File: src/design/piece_progress_bitmap_tracker_macros.svh
// ----------------------------------------------------------------------------
// Assertion macros for the piece progress bitmap tracker
// Shorthand for clocked checks that are disabled while reset is asserted.
// ----------------------------------------------------------------------------
`ifndef PIECE_PROGRESS_BITMAP_TRACKER_MACROS_SVH
`define PIECE_PROGRESS_BITMAP_TRACKER_MACROS_SVH

// Same-cycle implication
`define PPBT_ASSERT_IMPL(label, ante, cons) \
    label: assert property (@(posedge aclk) disable iff (!aresetn) (ante) |-> (cons)) \
        else $error("assertion failed");

// Next-cycle implication
`define PPBT_ASSERT_NEXT(label, ante, cons) \
    label: assert property (@(posedge aclk) disable iff (!aresetn) (ante) |=> (cons)) \
        else $error("assertion failed");

`endif

File: src/design/ppbt_pkg.sv
// ----------------------------------------------------------------------------
// ppbt_pkg
// Shared constants, codes, controller states and helper functions.
// ----------------------------------------------------------------------------
package ppbt_pkg;

    // Defaults for the top-level parameters
    localparam int BODY_BLOCKS_DEF = 256;
    localparam int MAX_PICKS_DEF   = 32;

    // Fixed geometry
    localparam int BLOCK_BYTES     = 64;
    localparam int BLOCK_SHIFT     = 6;
    localparam int MANIFEST_BLOCKS = 16;
    localparam int MAN_BYTES       = (MANIFEST_BLOCKS + 7) / 8;
    localparam int MAN_BYTE_W      = (MAN_BYTES > 1) ? $clog2(MAN_BYTES) : 1;

    // Field widths
    localparam int OFFSET_W = 24;
    localparam int BUNDLE_W = 8;
    localparam int TRK_W    = 9;
    localparam int PIECE_W  = 12;
    localparam int RND_W    = 16;
    localparam int MSO_W    = 11;
    localparam int OP_W     = 2;

    // Stream widths
    localparam int S_TDATA_W = 112;
    localparam int S_TUSER_W = 3;
    localparam int M_TDATA_W = 40;
    localparam int M_TUSER_W = 1;
    localparam int CFG_DATA_W = 24;

    localparam logic [OFFSET_W-1:0] NEAR_START     = OFFSET_W'(16384);
    localparam logic [OFFSET_W-1:0] OFFSET_MAX     = {OFFSET_W{1'b1}};
    localparam logic [TRK_W-1:0]    NO_BUNDLE      = {TRK_W{1'b1}};
    localparam logic [MSO_W-1:0]    MAN_FULL_POINT = MSO_W'(MANIFEST_BLOCKS * BLOCK_BYTES);

    typedef enum logic [OP_W-1:0] {
        OP_OBSERVE = 2'd0,
        OP_MOVE    = 2'd1,
        OP_UPDATE  = 2'd2,
        OP_UNUSED  = 2'd3
    } op_t;

    typedef enum logic {
        CFG_SENDING_BUNDLE = 1'b0,
        CFG_BODY_LENGTH    = 1'b1
    } cfg_idx_t;

    typedef enum logic [3:0] {
        ST_IDLE,
        ST_DISPATCH,
        ST_COUNT,
        ST_BPICK,
        ST_BMOD,
        ST_BSEL,
        ST_MPICK,
        ST_MMOD,
        ST_MSEL,
        ST_DONE
    } state_t;

    typedef struct packed {
        logic load;
        logic exec;
        logic count_step;
        logic body_pick;
        logic bsel_step;
        logic man_pick;
        logic msel_step;
        logic out_load;
    } ctrl_cmd_t;

    typedef struct packed {
        logic update_go;
        logic body_last;
        logic body_none;
        logic man_none;
        logic sel_found;
        logic mod_done;
        logic mod_busy;
    } dp_sts_t;

    function automatic logic [3:0] popcount8(input logic [7:0] v);
        logic [3:0] c;
        c = '0;
        for (int k = 0; k < 8; k++) begin
            c = c + 4'(v[k]);
        end
        return c;
    endfunction

    // Position of the j-th set bit, counting from bit 0
    function automatic logic [2:0] nth_set8(input logic [7:0] v, input logic [2:0] j);
        logic [3:0] seen;
        logic [2:0] pos;
        logic       hit;
        seen = '0;
        pos  = '0;
        hit  = 1'b0;
        for (int k = 0; k < 8; k++) begin
            if (v[k] && !hit) begin
                if (seen == {1'b0, j}) begin
                    pos = 3'(k);
                    hit = 1'b1;
                end
                seen = seen + 4'd1;
            end
        end
        return pos;
    endfunction

endpackage

File: src/design/ppbt_ctrl.sv
// ----------------------------------------------------------------------------
// ppbt_ctrl
// Controller: sequences dispatch, bitmap scans, modulo and result handoff.
// ----------------------------------------------------------------------------
module ppbt_ctrl (
    input  logic                aclk,
    input  logic                aresetn,
    input  logic                s_tvalid,
    output logic                s_tready,
    output logic                m_tvalid,
    input  logic                m_tready,
    input  ppbt_pkg::dp_sts_t   sts,
    output ppbt_pkg::ctrl_cmd_t cmd
);
    import ppbt_pkg::*;

    state_t state_reg, state_next;
    logic   out_valid_reg, out_valid_next;
    logic   out_free;

    assign out_free = !out_valid_reg || m_tready;

    // Next state
    always_comb begin
        state_next = state_reg;
        unique case (state_reg)
            ST_IDLE:     if (s_tvalid) state_next = ST_DISPATCH;
            ST_DISPATCH: state_next = sts.update_go ? ST_COUNT : ST_DONE;
            ST_COUNT:    if (sts.body_last) state_next = ST_BPICK;
            ST_BPICK:    state_next = sts.body_none ? ST_MPICK : ST_BMOD;
            ST_BMOD:     if (sts.mod_done) state_next = ST_BSEL;
            ST_BSEL:     if (sts.sel_found) state_next = ST_MPICK;
            ST_MPICK:    state_next = sts.man_none ? ST_DONE : ST_MMOD;
            ST_MMOD:     if (sts.mod_done) state_next = ST_MSEL;
            ST_MSEL:     if (sts.sel_found) state_next = ST_DONE;
            ST_DONE:     if (out_free) state_next = ST_IDLE;
            default:     state_next = ST_IDLE;
        endcase
    end

    // Commands to the datapath
    always_comb begin
        cmd = '0;
        unique case (state_reg)
            ST_IDLE:     cmd.load       = s_tvalid;
            ST_DISPATCH: cmd.exec       = 1'b1;
            ST_COUNT:    cmd.count_step = 1'b1;
            ST_BPICK:    cmd.body_pick  = 1'b1;
            ST_BMOD:     cmd            = '0;
            ST_BSEL:     cmd.bsel_step  = 1'b1;
            ST_MPICK:    cmd.man_pick   = 1'b1;
            ST_MMOD:     cmd            = '0;
            ST_MSEL:     cmd.msel_step  = 1'b1;
            ST_DONE:     cmd.out_load   = out_free;
            default:     cmd            = '0;
        endcase
    end

    // Hold the result until the receiver takes it
    always_comb begin
        out_valid_next = out_valid_reg;
        if (cmd.out_load) begin
            out_valid_next = 1'b1;
        end else if (m_tready) begin
            out_valid_next = 1'b0;
        end
    end

    always_ff @(posedge aclk) begin
        if (!aresetn) begin
            state_reg     <= ST_IDLE;
            out_valid_reg <= 1'b0;
        end else begin
            state_reg     <= state_next;
            out_valid_reg <= out_valid_next;
        end
    end

    assign s_tready = (state_reg == ST_IDLE);
    assign m_tvalid = out_valid_reg;

endmodule

File: config.mk
export PLATFORM = sky130hd
export DESIGN_NAME = ppbt_ctrl
export DESIGN_NICKNAME = d
export VERILOG_FILES = /design/src/design/piece_progress_bitmap_tracker_macros.svh /design/src/design/ppbt_pkg.sv /design/src/design/ppbt_ctrl.sv
export SDC_FILE = /design/constraint.sdc
export NUM_CORES = 1
export LEC_CHECK = 0
export BUFFER_PORTS_ARGS = -buffer_cell sky130_fd_sc_hd__buf_2
export CORE_AREA = 2 2 39 41
export DETAILED_ROUTE_END_ITERATION = 12
export DIE_AREA = 0 0 41 43
export PLACE_DENSITY = 0.67
export SLEW_MARGIN = 5
export SYNTH_ARGS = -nofsm -noshare
export SYNTH_HDL_FRONTEND = slang
export SYNTH_SLANG_ARGS = --single-unit
File: constraint.sdc
create_clock -name aclk -period 1.5 [get_ports aclk]
set_input_delay 0 -clock aclk [delete_from_list [all_inputs] [get_ports aclk]]
set_output_delay 0 -clock aclk [all_outputs]
set_load 0.02 [all_outputs]
==> results of run 1 <==
==> path summary, 6_finish.rpt <==
| kind | startpoint | to | slack, ns |
|---|---|---|---|
| worst max-delay path | state_reg[2]$_SDFFE_PN0P_ | state_reg[1]$_SDFFE_PN0P_ | 0.13 |
| worst min-delay path | aresetn | m_tvalid$_SDFFE_PN0P_ | 0.06 |
| worst max register to register | state_reg[2]$_SDFFE_PN0P_ | state_reg[1]$_SDFFE_PN0P_ | 0.13 |
| worst min register to register | m_tvalid$_SDFFE_PN0P_ | m_tvalid$_SDFFE_PN0P_ | 0.67 |
==> timing repair <==
action	4_1_cts	5_1_grt
resized for setup	1	2
endpoints found under the setup margin	5	6
buffers inserted	0	0
==> per-stage QoR <==
stage               hold slack, ns  instance area [µm²]  TNS [ns]  utilization  std cells
global route                0.0724                  701         0        0.506        102
floorplan                    0.183                  538    -0.166            -         62
detailed placement           0.321                  671         0        0.485         98
global placement             0.318                  671         0        0.485         98
CTS                         0.0559                  698         0        0.505        102
finish                      0.0603                  701         0        0.506        102
==> layer usage <==
metal	up-vias	routed length, µm	part of all wire	GRT usage
li1	284	-	-	-
met1	238	522	0.46	0.226
met2	12	563	0.49	0.222
met3	0	61	0.053	0.0785
met4	0	0	0	0.0400
met5	-	0	0	0
==> kinds of logic after synthesis <==
logic type	after synthesis	synth area share
AO/OA/AOI/OAI	16	0.225
buffers and inverters	11	0.124
flip-flops	5	0.191
multiplexers	4	0.0766
AND/OR/NAND/NOR	26	0.383
==> synth_stat cells (2+ instances only) <==
cell and instances:
dfxtp_1 5, nand2_1 5, mux2i_1 4, a21oi_1 3
buf_2 3, nor2_1 3, buf_6 2, clkbuf_1 2
inv_1 2, nor2b_1 2, nor3_1 2, nor4bb_1 2
o211ai_1 2, o21ai_1 2
==> final cells by class <==
type | count | area (µm²) | area share
Timing Repair Buffer | 29 | 170 | 0.243
Sequential cell | 5 | 104 | 0.148
Inverter | 2 | 7.51 | 0.0107
Clock buffer | 4 | 26.3 | 0.0375
Tap cell | 16 | 20.0 | 0.0286
Multi-Input combinational cell | 46 | 373 | 0.532
==> power by group <==
part	leakage (nW)	total, mW	switching (mW)	internal (mW)
logic	0.265	0.619	0.313	0.306
registers	0.0420	0.256	0.0845	0.172
clock network	0.0150	0.156	0.0553	0.101
total	0.321	1.03	0.452	0.579
==> worst register-to-register path, delay by kind of cell, from the launching register on <==
family,cells,cell delay (ns)
mux,1,0.15
simple gates,1,0.27
flops,1,0.41
compound gates,2,0.42
==> flow_summary_export.csv, run 1 <==
group,metric,value,unit
final_layout,nFillCells,150,
run_status,status,"finished, final reports clean",
sta,min_period,1.37,ns
logic_synthesis,yosysTopAreaCell,"dfxtp_1",
worst_setup_path,crit_chain,"and4bb_1, a22oi_2, o211ai_2, mux2i_1",
power_and_ir_drop,leakage,0.321,nW
logic_synthesis,synth_seq_area_share,0.191,
clocking,h-tree-depth,1,
sta,clock_skew,0.00498,ns
logic_synthesis,synthFlopType,"dfxtp_1",
power_and_ir_drop,max-vdd-ir-drop,0.000685,V
placed_design,dp_slack,0.00129,ns
sta,slew_headroom,0.807,
global_routing,overflow,0,
logic_synthesis,synth_cell_types,37,
floorplanning,die_area,1760,µm²
logic_synthesis,synth-async-reset-ratio,0,
final_layout,drive_gt1_frac,0.465,
route,route.vias.total,534,
route,wl_per_cell,11.2,µm
logic_synthesis,syn_area_per_cell,8.44,µm²
logic_synthesis,synth.net_count,73,
floorplanning,rows,14,
sta,slew_viol_final,0,
logic_synthesis,synth_edf_count,0,
final_layout,layout_common_cells,"buf_2 (19), buf_4 (10), nand2_1 (5)",
placed_design,hpwl,870,µm
power_and_ir_drop,power,1.03,mW
logic_synthesis,ys_ff_latch,5,
floorplanning,ios,21,
final_layout,largest_reg_flops,4,
worst_setup_path,path_buf_inv,0,
route,drt-vias-per-instance,5.24,
sta,finalHoldViolCount,0,
clocking,clkLatencyLatePin,0.24,ns
final_layout,antenna_cells,0,
sta,setup_viol,0,
route,wl,1.15,mm
sta,max_freq,730,MHz
floorplanning,core-area,1380,µm²
run,max_cap_violations,0,
placed_design,finalWeightedCongestion,0.742,
global_routing,antenna_found_initial,0,
route,drt_iter0_markers,4,
route,ant_nets,0,
global_routing,track_usage,0.163,
worst_hold_path,min_path_cells,2,
placed_design,port_buffers,19,
worst_setup_path,critical_path_depth,4,
worst_setup_path,worst_path_dominant_cell_family,"compound AO/OA/AOI/OAI gates",
worst_setup_path,cp.arrival,1.49,ns
clocking,cts_root_buffer,"clkbuf_4",
worst_hold_path,hold_class,"input pin to flop",
worst_setup_path,cp_slowest_stage_delay,0.41,ns
logic_synthesis,ys_warn_count,0,
clocking,hold_buffers,0,
worst_setup_path,cp_max_fo,9,
final_layout,area_growth_syn_to_layout,34.0,%
clocking,cts_buffer_depth,2,
route,drc_errors,0,
worst_setup_path,cp_slowest_cell,"dfxtp_2",
global_routing,grt_pass1_wl,1.96,mm
clocking,path_clk_slew,0.04,ns
logic_synthesis,synthTopCellsByArea,"dfxtp_1 (19%), mux2i_1 (7.7%), nor4b_4 (4.5%), buf_6 (4.3%), nor4bb_1 (3.8%)",
floorplanning,dieHeight,43,µm
worst_setup_path,worstSetupPathType,"flop to flop",
logic_synthesis,netlist_instances,62,
worst_setup_path,start_kind,"flop",
sta,period_share,0.914,
sta,rsz0062_at_grt,"no",
logic_synthesis,yosysTopAreaCellShare,0.191,
final_layout,layout_commonest_cell,"buf_2",
worst_setup_path,rr_worst_depth,4,
global_routing,grt_pass1_vias,446,
worst_setup_path,cp-end-kind,"flop",
final_layout,layout.nets,98,
worst_setup_path,critPathRequiredTime,1.62,ns
floorplanning,start_util,0.378,
logic_synthesis,syn_area,523,µm²
floorplanning,die_w,41,µm
route,drt_first_pass_iters,4,
clocking,cts_made_buffers,3,
clocking,cts_tree,"built",
power_and_ir_drop,power.density,1470,nW/µm²
sta,fin_ws,0.129,ns
sta,worstMarginPinSlew,0.288,ns
global_routing,grt_max_degree,13,
clocking,cts_sinks,5,
Power figures use the tool's default switching activity.
==> inputs of run 2 (changes only) <==
- CELL_PAD_IN_SITES_DETAIL_PLACEMENT: not set -> 1
- CELL_PAD_IN_SITES_GLOBAL_PLACEMENT: not set -> 1
- CORE_AREA: 2 2 39 41 -> not set
- CORE_MARGIN: not set -> 2
- CORE_UTILIZATION: not set -> 34
- CTS_BUF_LIST: not set -> sky130_fd_sc_hd__clkbuf_8
- DIE_AREA: 0 0 41 43 -> not set
- PLACE_DENSITY: 0.67 -> 0.79
==> flow_summary_export.csv, run 2 (synthesized netlist as in run 1, its figures left out) <==
group,metric,value,unit
power_and_ir_drop,p_switching,0.524,mW
worst_setup_path,cp_max_fo,6,
run_status,status,"finished, final reports clean",
sta,clock_skew,0.00192,ns
global_routing,grt_pass1_vias,518,
floorplanning,start_util,0.355,
power_and_ir_drop,power_frac_comb,0.577,
clocking,cts_buffer_depth,2,
route,drt_first_pass_iters,4,
sta,slew_viol_final,0,
power_and_ir_drop,clkPwrFrac,0.202,
global_routing,gr-usage-met3,0.0383,
clocking,h-tree-depth,1,
final_layout,multi_input_area,394,µm²
final_layout,layout_common_cells,"buf_2 (19), buf_4 (9), nand2_1 (5)",
final_layout,layout.cells.non_filler,102,
sta,max_freq,680,MHz
floorplanning,die_w,43.2,µm
placed_design,port_buffers,19,
run,max_cap_violations,0,
worst_setup_path,critPathRequiredTime,1.65,ns
worst_hold_path,min_path_cells,2,
power_and_ir_drop,p_int,0.687,mW
route,route.vias.total,584,
worst_hold_path,hold_class,"input pin to flop",
sta,slew_headroom,0.791,
worst_hold_path,holdCritStartpoint,"aresetn",
clocking,cts_root_buffer,"clkbuf_8",
worst_setup_path,cp-end-kind,"flop",
global_routing,antenna_found_initial,0,
clocking,cts_sinks,5,
global_routing,grt_pass1_wl,2.43,mm
final_layout,layout_commonest_cell,"buf_2",
power_and_ir_drop,seq_power_share,0.221,
clocking,cts_made_buffers,3,
final_layout,nFillCells,189,
placed_design,hpwl,1.09,mm
floorplanning,die_area,1870,µm²
route,wl,1.61,mm
clocking,cts_tree,"built",
final_layout,seq_area,109,µm²
worst_hold_path,hold_path_end,"m_tvalid$_SDFFE_PN0P_",
sta,period_share,0.980,
floorplanning,ios,21,
worst_setup_path,start_kind,"flop",
floorplanning,core-area,1470,µm²
final_layout,antenna_cells,0,
global_routing,grt_max_degree,14,
route,drc_errors,0,
sta,setup_viol,0,
worst_setup_path,worstSetupPathType,"flop to flop",
worst_setup_path,rr_worst_depth,5,
route,drt_iter0_markers,6,
final_layout,drive_gt1_frac,0.500,
final_layout,layout.nets,98,
floorplanning,dieHeight,43.2,µm
power_and_ir_drop,power.density,1600,nW/µm²
final_layout,largest_reg_flops,4,
power_and_ir_drop,p_sw_frac,0.433,
global_routing,grtUsageMet2,0.304,
sta,worstMarginPinSlew,0.313,ns
global_routing,overflow,0,
global_routing,top_usage_layer,"met2",
power_and_ir_drop,max-vdd-ir-drop,0.000804,V
sta,min_period,1.47,ns
sta,fin_ws,0.0303,ns
placed_design,finalWeightedCongestion,0.786,
route,drt-vias-per-instance,5.73,
placed_design,dp_slack,-0.0414,ns
sta,finalHoldViolCount,0,
clocking,path_clk_slew,0.04,ns
route,wl_per_cell,15.8,µm
floorplanning,rows,14,
power_and_ir_drop,leakage,0.345,nW
route,ant_nets,0,
worst_setup_path,r2r_slack,0.03,ns
global_routing,use_met1,0.202,
global_routing,track_usage,0.175,
worst_setup_path,reg2reg_from,"state_reg[2]$_SDFFE_PN0P_",
worst_setup_path,cp.arrival,1.62,ns
worst_setup_path,timing.rr.end,"state_reg[2]$_SDFFE_PN0P_",
placed_design,post-place-cells,96,
clocking,clkLatencyLatePin,0.22,ns
power_and_ir_drop,power,1.21,mW
final_layout,area_growth_syn_to_layout,45.0,%
run 2: per-layer routing:
metal / wire length [µm] / up-vias
li1: - / 278
met1: 665 / 288
met2: 869 / 16
met3: 68 / 2
met4: 8 / 0
met5: 0 / -
run 2: stage by stage:
step	instance area (µm²)	TNS, ns	hold slack [ns]	util
after floorplan	538	-0.166	0.183	-
after global placement	668	0	0.320	0.454
after detailed placement	668	-0.0588	0.320	0.454
after CTS	716	0	0.0883	0.486
after global routing	758	-0.000965	0.101	0.515
final	758	0	0.0918	0.515
run 2: power by group through the flow:
stage | Combinational, mW | Clock (mW) | Sequential (mW)
after floorplan | 0.510 | 0 | 0.191
after global placement | 0.616 | 0 | 0.249
after detailed placement | 0.641 | 0 | 0.254
after CTS | 0.647 | 0.248 | 0.257
after global routing | 0.758 | 0.261 | 0.274
final | 0.699 | 0.244 | 0.268
run 2: worst max-delay path by stage:
stage | startpoint | to | slack [ns] | depth (start not counted)
floorplan | state_reg[0]$_SDFFE_PN0P_ | cmd[6] | -0.05 | 3
CTS | state_reg[1]$_SDFFE_PN0P_ | state_reg[0]$_SDFFE_PN0P_ | 0.0001 | 4
detailed placement | state_reg[0]$_SDFFE_PN0P_ | state_reg[3]$_SDFFE_PN0P_ | -0.04 | 4
global placement | state_reg[0]$_SDFFE_PN0P_ | state_reg[3]$_SDFFE_PN0P_ | 0.01 | 4
finish | state_reg[2]$_SDFFE_PN0P_ | state_reg[2]$_SDFFE_PN0P_ | 0.03 | 5
global route | state_reg[3]$_SDFFE_PN0P_ | state_reg[0]$_SDFFE_PN0P_ | -0.001 | 4
run 2: critical path: stages (launching register included):
cell	delay, ns
dfxtp_4	0.36
buf_12	0.13
buf_4	0.15
o211ai_1	0.13
or4bb_1	0.51
mux2i_1	0.12
run 2: timing repair:
item | in CTS | in global routing
hold buffers | 0 | 0
resized for setup | 2 | 7
endpoints found under the hold margin | 0 | 0
setup endpoints to repair | 5 | 5
setup buffers | 0 | 2
pin swaps | 0 | 3
run 2: layout make-up:
class	instances	share of cell area
Clock inverter	1	0.00495
Multi-Input combinational cell	46	0.520
Tap cell	16	0.0264
Timing Repair Buffer	29	0.241
Sequential cell	5	0.144
Inverter	2	0.00990
Clock buffer	3	0.0545
==> inputs of run 3 (changes only) <==
- ABC_AREA: not set -> 1
- CORE_UTILIZATION: 34 -> 30
==> flow_summary_export.csv, run 3 <==
group,metric,value,unit
worst_setup_path,cp-end-kind,"primary output",
sta,min_period,1.35,ns
worst_setup_path,reg2reg_from,"state_reg[1]$_SDFFE_PN0P_",
sta,slew_viol_final,0,
clocking,cts_sinks,5,
worst_setup_path,critPathLaunch,"state_reg[1]$_SDFFE_PN0P_",
sta,finalHoldViolCount,0,
power_and_ir_drop,power_frac_comb,0.558,
floorplanning,start_util,0.322,
clocking,cts_made_buffers,3,
sta,period_share,0.902,
route,route.vias.total,614,
placed_design,dp_slack,0.0801,ns
global_routing,grt_pass1_wl,2.44,mm
final_layout,largest_reg_flops,4,
worst_hold_path,hold_class,"input pin to flop",
route,wl_per_cell,11.5,µm
final_layout,area_growth_syn_to_layout,32.9,%
route,drt_first_pass_iters,4,
global_routing,antenna_found_initial,0,
logic_synthesis,synthXorXnorAreaFrac,0,
global_routing,grt_max_degree,8,
floorplanning,die_area,1970,µm²
final_layout,antenna_cells,0,
global_routing,grt_pass1_vias,628,
worst_setup_path,r2r_slack,0.16,ns
logic_synthesis,yosysMostFrequentCell,"nand2_1",
run_status,status,"finished, final reports clean",
power_and_ir_drop,seq_power_share,0.212,
final_layout,layout.cells.non_filler,129,
worst_setup_path,crit_end,"cmd[0]",
worst_setup_path,worstSetupPathType,"flop to primary output",
logic_synthesis,syn_area_per_cell,5.39,µm²
logic_synthesis,synth_top_family_by_area,"simple AND/OR/NAND/NOR gates",
power_and_ir_drop,max-vdd-ir-drop,0.000551,V
logic_synthesis,ys_warn_count,0,
route,wl,1.48,mm
logic_synthesis,synth.net_count,102,
sta,setup_viol,0,
worst_setup_path,start_kind,"flop",
logic_synthesis,yosysTopAreaCellShare,0.204,
sta,clock_skew,0.00454,ns
worst_setup_path,critical_path_depth,4,
worst_setup_path,cp_slowest_cell,"dfxtp_1",
final_layout,layout.nets,125,
floorplanning,core-area,1520,µm²
worst_setup_path,crit_chain,"inv_1, nand2_1, nor3_1, buf_2",
run,max_cap_violations,0,
route,drt-vias-per-instance,4.76,
clocking,path_clk_slew,0.04,ns
worst_setup_path,cp.arrival,1.35,ns
logic_synthesis,synthTopCellsByArea,"dfxtp_1 (20%), nand2_1 (16%), nand3_1 (14%), nor2_1 (12%), inv_1 (11%)",
logic_synthesis,synthMuxAreaShare,0,
floorplanning,rows,14,
clocking,cts_root_buffer,"clkbuf_8",
logic_synthesis,ys_ff_latch,5,
clocking,h-tree-depth,1,
clocking,cts_buffer_depth,2,
final_layout,drive_gt1_frac,0.319,
sta,rsz0062_at_grt,"no",
final_layout,layout_commonest_cell,"nand2_1",
worst_setup_path,cp_max_fo,5,
power_and_ir_drop,power.density,1670,nW/µm²
sta,worstMarginPinSlew,0.285,ns
final_layout,nFillCells,229,
logic_synthesis,synth_fa_ha_area_frac,0,
sta,tns,0,ns
floorplanning,ios,21,
logic_synthesis,syn_area,490,µm²
placed_design,post-place-cells,125,
worst_setup_path,cp_slowest_stage_delay,0.36,ns
logic_synthesis,synth_compound_area_frac,0.0485,
floorplanning,dieHeight,44.4,µm
power_and_ir_drop,p_switching,0.550,mW
power_and_ir_drop,p_int,0.541,mW
final_layout,layout_common_cells,"nand2_1 (21), buf_2 (19), inv_1 (16)",
floorplanning,die_w,44.4,µm
power_and_ir_drop,leakage,0.386,nW
route,drc_errors,0,
logic_synthesis,yosysTopAreaCell,"dfxtp_1",
clocking,hold_buffers,0,
logic_synthesis,synthFlopType,"dfxtp_1",
logic_synthesis,synth_edf_count,0,
global_routing,track_usage,0.170,
power_and_ir_drop,power,1.09,mW
sta,max_freq,739,MHz
global_routing,overflow,0,
logic_synthesis,synth_seq_area_share,0.204,
route,ant_nets,0,
worst_setup_path,critPathRequiredTime,1.50,ns
power_and_ir_drop,p_sw_frac,0.504,
placed_design,port_buffers,19,
sta,slew_headroom,0.809,
worst_setup_path,timing.rr.end,"state_reg[1]$_SDFFE_PN0P_",
sta,holdWs,0.0725,ns
logic_synthesis,netlist_instances,91,
clocking,clkLatencyLatePin,0.23,ns
sta,fin_ws,0.147,ns
logic_synthesis,synth-async-reset-ratio,0,
clocking,cts_tree,"built",
logic_synthesis,synth-simple-area-share,0.602,
power_and_ir_drop,clkPwrFrac,0.230,
placed_design,finalWeightedCongestion,0.797,
worst_setup_path,path_buf_inv,2,
route,drt_iter0_markers,11,
worst_setup_path,worst_path_dominant_cell_family,"buffers and inverters",
placed_design,hpwl,1.22,mm
logic_synthesis,synthTopCellsByCount,"nand2_1 (21), nor2_1 (16), inv_1 (15), nand3_1 (14), nor2_2 (7)",
logic_synthesis,synth_cell_types,14,
worst_setup_path,rr_worst_depth,8,
run 3: cell count changes after synthesis, moves of 4 or more:
cell	change
nor2_1	+13
nand3_1	+14
inv_1	+13
nand2_1	+16
nor2_2	+7
mux2i_1	-4
run 3: per-layer routing:
layer / track usage / share of wire / vias to the layer above
met4: 0.0727 / 0.013 / 0
li1: - / - / 323
met1: 0.198 / 0.45 / 275
met2: 0.306 / 0.51 / 13
met5: 0 / 0 / -
met3: 0.0245 / 0.028 / 3
run 3: cell families (layout without fill, tap and decap cells):
kind of cell | count (synthesis) | count (layout)
AND/OR/NAND/NOR | 64 | 64
flip-flops | 5 | 5
AO/OA/AOI/OAI | 4 | 4
buffers and inverters | 18 | 40
run 3: power by group through the flow:
stage               Clock [mW]  Combinational, mW  Sequential, mW
floorplan                    0              0.445           0.213
global placement             0              0.585           0.225
detailed placement           0              0.605           0.224
CTS                      0.253              0.608           0.222
global route             0.264              0.685           0.238
finish                   0.251              0.608           0.232
run 3: layout make-up:
type	instances	area, µm²	share of cell area
tap	16	20.0	0.0307
clock inverter	1	3.75	0.00576
timing repair buffer	19	95.1	0.146
clock buffer	3	41.3	0.0633
sequential	5	101	0.155
inverter	17	63.8	0.0979
multi-input combinational	68	327	0.501
run 3: repair_timing:
action                     CTS  global route
setup endpoints to repair    0             2
buffers inserted             0             0
resized for setup            0             3
run 3: tightest hold or removal path, stage by stage:
cell,delay (ns)
buf_2,0.07
inv_1,0.08
nor2_1,0.10
run 3: worst min-delay path by stage:
stage                     startpoint                        end  slack [ns]  cells after the start
after floorplan             s_tvalid                     cmd[7]        0.12                      2
after global placement       aresetn  state_reg[1]$_SDFFE_PN0P_        0.30                      3
after detailed placement     aresetn      m_tvalid$_SDFFE_PN0P_        0.31                      3
after CTS                    aresetn      m_tvalid$_SDFFE_PN0P_        0.08                      3
after global routing         aresetn  state_reg[1]$_SDFFE_PN0P_        0.11                      3
final                        aresetn      m_tvalid$_SDFFE_PN0P_        0.07                      3
run 3: per-stage QoR:
step           instance area, µm²  utilization
2_1_floorplan                 490            -
3_3_place_gp                  598        0.392
3_5_place_dp                  598        0.392
4_1_cts                       643        0.422
5_1_grt                       652        0.428
6_report                      652        0.428
